**src/hw/rtl/bft_pkg.sv**
```systemverilog
// shared types and constants for the bidirectional flow table
package bft_pkg;

    // default number of flow entries
    localparam int unsigned BFT_CAPACITY = 256;

    // field widths of one packet word
    localparam int unsigned ADDR_KIND_W = 4;
    localparam int unsigned PORT_KIND_W = 3;
    localparam int unsigned KINDS_W     = ADDR_KIND_W + PORT_KIND_W;
    localparam int unsigned ADDR_W      = 32;
    localparam int unsigned PORT_W      = 16;
    localparam int unsigned FLOW_IDX_W  = 8;

    // packed stream widths
    localparam int unsigned IN_FIELDS_W = KINDS_W + 2 * ADDR_W + 2 * PORT_W;
    localparam int unsigned IN_TDATA_W  = ((IN_FIELDS_W + 7) / 8) * 8;
    localparam int unsigned OUT_TUSER_W = 2;

    // stored entry widths
    localparam int unsigned ENT_ADDR_W = 2 * ADDR_W;
    localparam int unsigned ENT_PORT_W = KINDS_W + 2 * PORT_W;

    // opcode values
    localparam logic OP_LOOKUP = 1'b0;
    localparam logic OP_CLEAR  = 1'b1;

    // result kinds loaded into the output register
    typedef logic [1:0] t_res_kind;
    localparam t_res_kind RES_MATCH = 2'd0;
    localparam t_res_kind RES_NEW   = 2'd1;
    localparam t_res_kind RES_FULL  = 2'd2;
    localparam t_res_kind RES_CLEAR = 2'd3;

    // commands from controller to datapath
    typedef struct packed {
        logic      load;       // capture probe word, restart the search
        logic      rd_issue;   // read the next stored entry
        logic      append;     // write probe at the fill index
        logic      clear_cnt;  // empty the table
        logic      res_load;   // load the output register
        t_res_kind res_kind;
    } t_bft_cmd;

    // status from datapath to controller
    typedef struct packed {
        logic op_clear;  // captured word is a clear
        logic hit;       // entry under compare matches the probe
        logic rd_done;   // every stored entry has been read
        logic full;      // no free entry left
        logic out_free;  // output register can take a word this cycle
    } t_bft_sts;

endpackage

```
**src/hw/rtl/bft_ctrl.sv**
```systemverilog
// control state machine for the flow table search
module bft_ctrl
    import bft_pkg::*;
(
    input  logic     i_clk,
    input  logic     i_rst_n,
    input  logic     i_in_valid,
    output logic     o_in_ready,
    input  t_bft_sts i_sts,
    output t_bft_cmd o_cmd
);

    localparam logic ST_IDLE   = 1'b0;
    localparam logic ST_SEARCH = 1'b1;

    logic r_state;
    logic n_state;

    // state register
    always_ff @(posedge i_clk) begin
        if (!i_rst_n) begin
            r_state <= ST_IDLE;
        end else begin
            r_state <= n_state;
        end
    end

    assign o_in_ready = (r_state == ST_IDLE);

    // next state and commands
    always_comb begin
        n_state = r_state;
        o_cmd   = '0;
        unique case (r_state)
            ST_IDLE: begin
                if (i_in_valid) begin
                    o_cmd.load = 1'b1;
                    n_state    = ST_SEARCH;
                end
            end
            ST_SEARCH: begin
                priority if (i_sts.op_clear) begin
                    if (i_sts.out_free) begin
                        o_cmd.clear_cnt = 1'b1;
                        o_cmd.res_load  = 1'b1;
                        o_cmd.res_kind  = RES_CLEAR;
                        n_state         = ST_IDLE;
                    end
                end else if (i_sts.hit) begin
                    if (i_sts.out_free) begin
                        o_cmd.res_load = 1'b1;
                        o_cmd.res_kind = RES_MATCH;
                        n_state        = ST_IDLE;
                    end
                end else if (!i_sts.rd_done) begin
                    o_cmd.rd_issue = 1'b1;
                end else begin
                    // search ran out without a match
                    if (i_sts.out_free) begin
                        o_cmd.res_load = 1'b1;
                        if (i_sts.full) begin
                            o_cmd.res_kind = RES_FULL;
                        end else begin
                            o_cmd.append   = 1'b1;
                            o_cmd.res_kind = RES_NEW;
                        end
                        n_state = ST_IDLE;
                    end
                end
            end
            default: begin
                n_state = ST_IDLE;
            end
        endcase
    end

endmodule

```
**config.mk**
```make
export PLATFORM = sky130hd
export DESIGN_NAME = bft_ctrl
export DESIGN_NICKNAME = d
export VERILOG_FILES = /design/src/hw/rtl/bft_pkg.sv /design/src/hw/rtl/bft_ctrl.sv
export SDC_FILE = /design/constraint.sdc
export NUM_CORES = 1
export LEC_CHECK = 0
export ABC_CLOCK_PERIOD_IN_PS = 2700
export BUFFER_PORTS_ARGS = -buffer_cell sky130_fd_sc_hd__buf_2
export CAP_MARGIN = 20
export CELL_PAD_IN_SITES_DETAIL_PLACEMENT = 1
export CELL_PAD_IN_SITES_GLOBAL_PLACEMENT = 2
export CORE_AREA = 5 5 42 44
export DETAILED_ROUTE_END_ITERATION = 7
export DIE_AREA = 0 0 47 49
export GPL_ROUTABILITY_DRIVEN = 1
export GPL_TIMING_DRIVEN = 0
export PLACE_DENSITY_LB_ADDON = 0.1
export SYNTH_ARGS = -nofsm -noshare
export SYNTH_HDL_FRONTEND = slang
export SYNTH_SLANG_ARGS = --single-unit
```
**constraint.sdc**
```tcl
create_clock -name i_clk -period 2.7 [get_ports i_clk]
set_input_delay 0.675 -clock i_clk [delete_from_list [all_inputs] [get_ports i_clk]]
set_output_delay 0.675 -clock i_clk [all_outputs]
set_load 0.01 [all_outputs]
```
==> results.py <==
metrics = {
    "logic_synthesis": {
        "synth_common_cells": "a21oi_1 (2), inv_1 (2), nor2_1 (2)",
        "synth_area_per_cell_sq_um": 6.59,
        "netlist_area_sq_um": 98.8,
        "synth.distinct_cells": 12,
        "synthCells": 15,
        "yosysTopAreaCell": "dfxtp_1",
        "synth_ff_type": "dfxtp_1",
        "synth_top_area_share_pct": 20.3,
        "async_reset_ff_share_pct": 0,
        "synth_nets": 23,
        "ys_ff_latch": 1,
        "synth_warnings": 0,
        "ys_top_cells_by_area": "dfxtp_1 (20%), o311a_2 (11%), a21oi_1 (10%)",
        "synth_edf_count": 0,
        "ys_seq_area_share_pct": 20.3,
    },
    "sta": {
        "fin_skew_ns": 0,
        "setup_violations": 0,
        "relSlewSlack_pct": 86.7,
        "tns_ns": 0,
        "max_clock_freq_ghz": 0.466,
        "hold_violations": 0,
        "fin_ws_ns": 0.556,
        "worst_slew_pin_slew_ns": 0.197,
        "rsz0062_at_grt": "no",
        "fin_crit_ns": 2.14,
        "slew_violations": 0,
        "fin_crit_sh_pct": 79.4,
    },
    "layout": {
        "syn_to_final_growth_pct": 96.2,
        "largestRegisters": "r_state x1",
        "finish.utilization_pct": 13.8,
        "fin_nets": 40,
        "drive_above_1_share_pct": 53.3,
        "antenna_cells": 0,
        "regMostFlops": "r_state",
        "stdcell_area_sq_um": 194,
        "largest_reg_flops": 1,
    },
    "min_path": {
        "hp-class": "flip-flop to flip-flop",
        "hold_depth": 2,
        "hp-start": "r_state",
        "min_to": "r_state",
    },
    "die": {
        "die_y_um": 49,
        "io_pins": 16,
        "rows": 14,
        "die_x_um": 47,
        "core_area_sq_um": 1400,
        "dieArea_sq_um": 2300,
        "initial_core_util_pct": 7.05,
    },
    "critical_path": {
        "worstSetupEndpointType": "primary output",
        "startpoint_type": "primary input",
        "rr_endpoint": "r_state",
        "worstPathMaxFanout": 2,
        "arrival_ns": 1.47,
        "required_ns": 2.03,
        "critPathKind": "primary input to primary output",
        "ff2ff_setup_slack_ns": 1.98,
        "timing.rr.start": "r_state",
        "r2r_cells": 2,
    },
    "power_and_ir_drop": {
        "irDropWorstVdd_mv": 0.0908,
        "power.leakage_uw": 0.000106,
        "power_density_nw_per_um2": 207,
    },
    "routing": {
        "drc": 0,
        "drt_wl_total_um": 414,
        "routed.top_layer": "met3",
        "dr_wl_met2_um": 219,
        "initialDrtViolationCount": 0,
        "avgRoutedWirePerCell_um": 9.00,
        "met1_length_um": 189,
        "vias_per_cell": 3.46,
        "first_pass_iters": 1,
        "met3WireLength_um": 5,
        "drtAntennaViolNets": 0,
        "vias": 159,
    },
    "clocking": {
        "cts_setup_buffers": 0,
        "ctsResizeCount": 0,
        "cts_hold_buf": 0,
        "clk_pin_slew_ns": 0,
        "clkLatencyLatePin_ns": 0,
    },
    "global_routing": {
        "antenna_found_initial": 0,
        "grt_pass1_wl_um": 690,
        "first_global_vias": 171,
        "grt_max_degree": 6,
        "track_usage_pct": 3.65,
        "grt_overflow": 0,
    },
    "placed_design": {
        "place.gp.congestion": 0.671,
        "dp_slack_ns": 0.554,
        "portBuffers": 15,
        "dpl.hpwl_um": 404,
        "placed_cell_area_sq_um": 194,
    },
    "status": {
        "status": "finished clean",
    },
    "job": {
        "drv_cap": 0,
    },
}
-- cell usage in the layout, fill, tap and decap left out --
master / instances
o311a_2: 1
nor3_1: 1
a21oi_1: 2
o21ai_0: 1
nand2_1: 1
nor2b_1: 1
buf_2: 15
or3b_1: 1
dfxtp_1: 1
inv_1: 2
nor4_1: 1
nor2_1: 2
nand3b_1: 1
-- per-stage QoR --
stage	hold slack, ns	power (uW)	cells
global placement	0.587	40.4	46
finish	0.582	40.1	46
detailed placement	0.584	40.7	46
global route	0.650	43.3	46
CTS	0.587	40.8	46
floorplan	0.541	27.2	15
-- per-layer routing --
| layer | global-route usage (%) | vias to the layer above |
|---|---|---|
| met3 | 0 | 0 |
| met4 | 0 | 0 |
| met2 | 6.56 | 7 |
| met1 | 5.00 | 67 |
| li1 | - | 85 |
| met5 | 0 | - |
-- worst max path at each step --
stage | startpoint | end | cells after the start
final | i_sts[1] | o_cmd[4] | 4
after floorplan | i_sts[1] | o_cmd[4] | 2
after CTS | i_sts[1] | o_cmd[4] | 4
after detailed placement | i_sts[1] | o_cmd[4] | 4
after global routing | i_sts[1] | o_cmd[4] | 4
after global placement | i_sts[1] | o_cmd[4] | 4
-- final cells by class --
class,instances,area (sq um)
multi-input combinational,12,71.3
tap,16,20.0
timing repair buffer,15,75.1
inverter,2,7.51
fill,188,1210
sequential,1,20.0
-- where the power goes --
group / switching [uW] / total, uW / leakage (uW) / internal (uW)
clock network: 0 / 0 / 0 / 0
registers: 1.34 / 17.7 / 0.00000836 / 16.3
logic: 11.9 / 22.4 / 0.0000972 / 10.5
-- worst max-delay path, cell delays in order --
cell	delay (ns)
buf_2	0.10
or3b_1	0.40
nor3_1	0.14
buf_2	0.16
-- cells by family (layout without fill, tap and decap cells) --
group	after synthesis	after routing	share of synthesized area [%]
and+or+nand+nor	8	8	45.6
AOI/OAI and AO/OA	4	4	26.6
buffers and inverters	2	17	7.60
DFF	1	1	20.3
(Power assumes the default switching activity.)
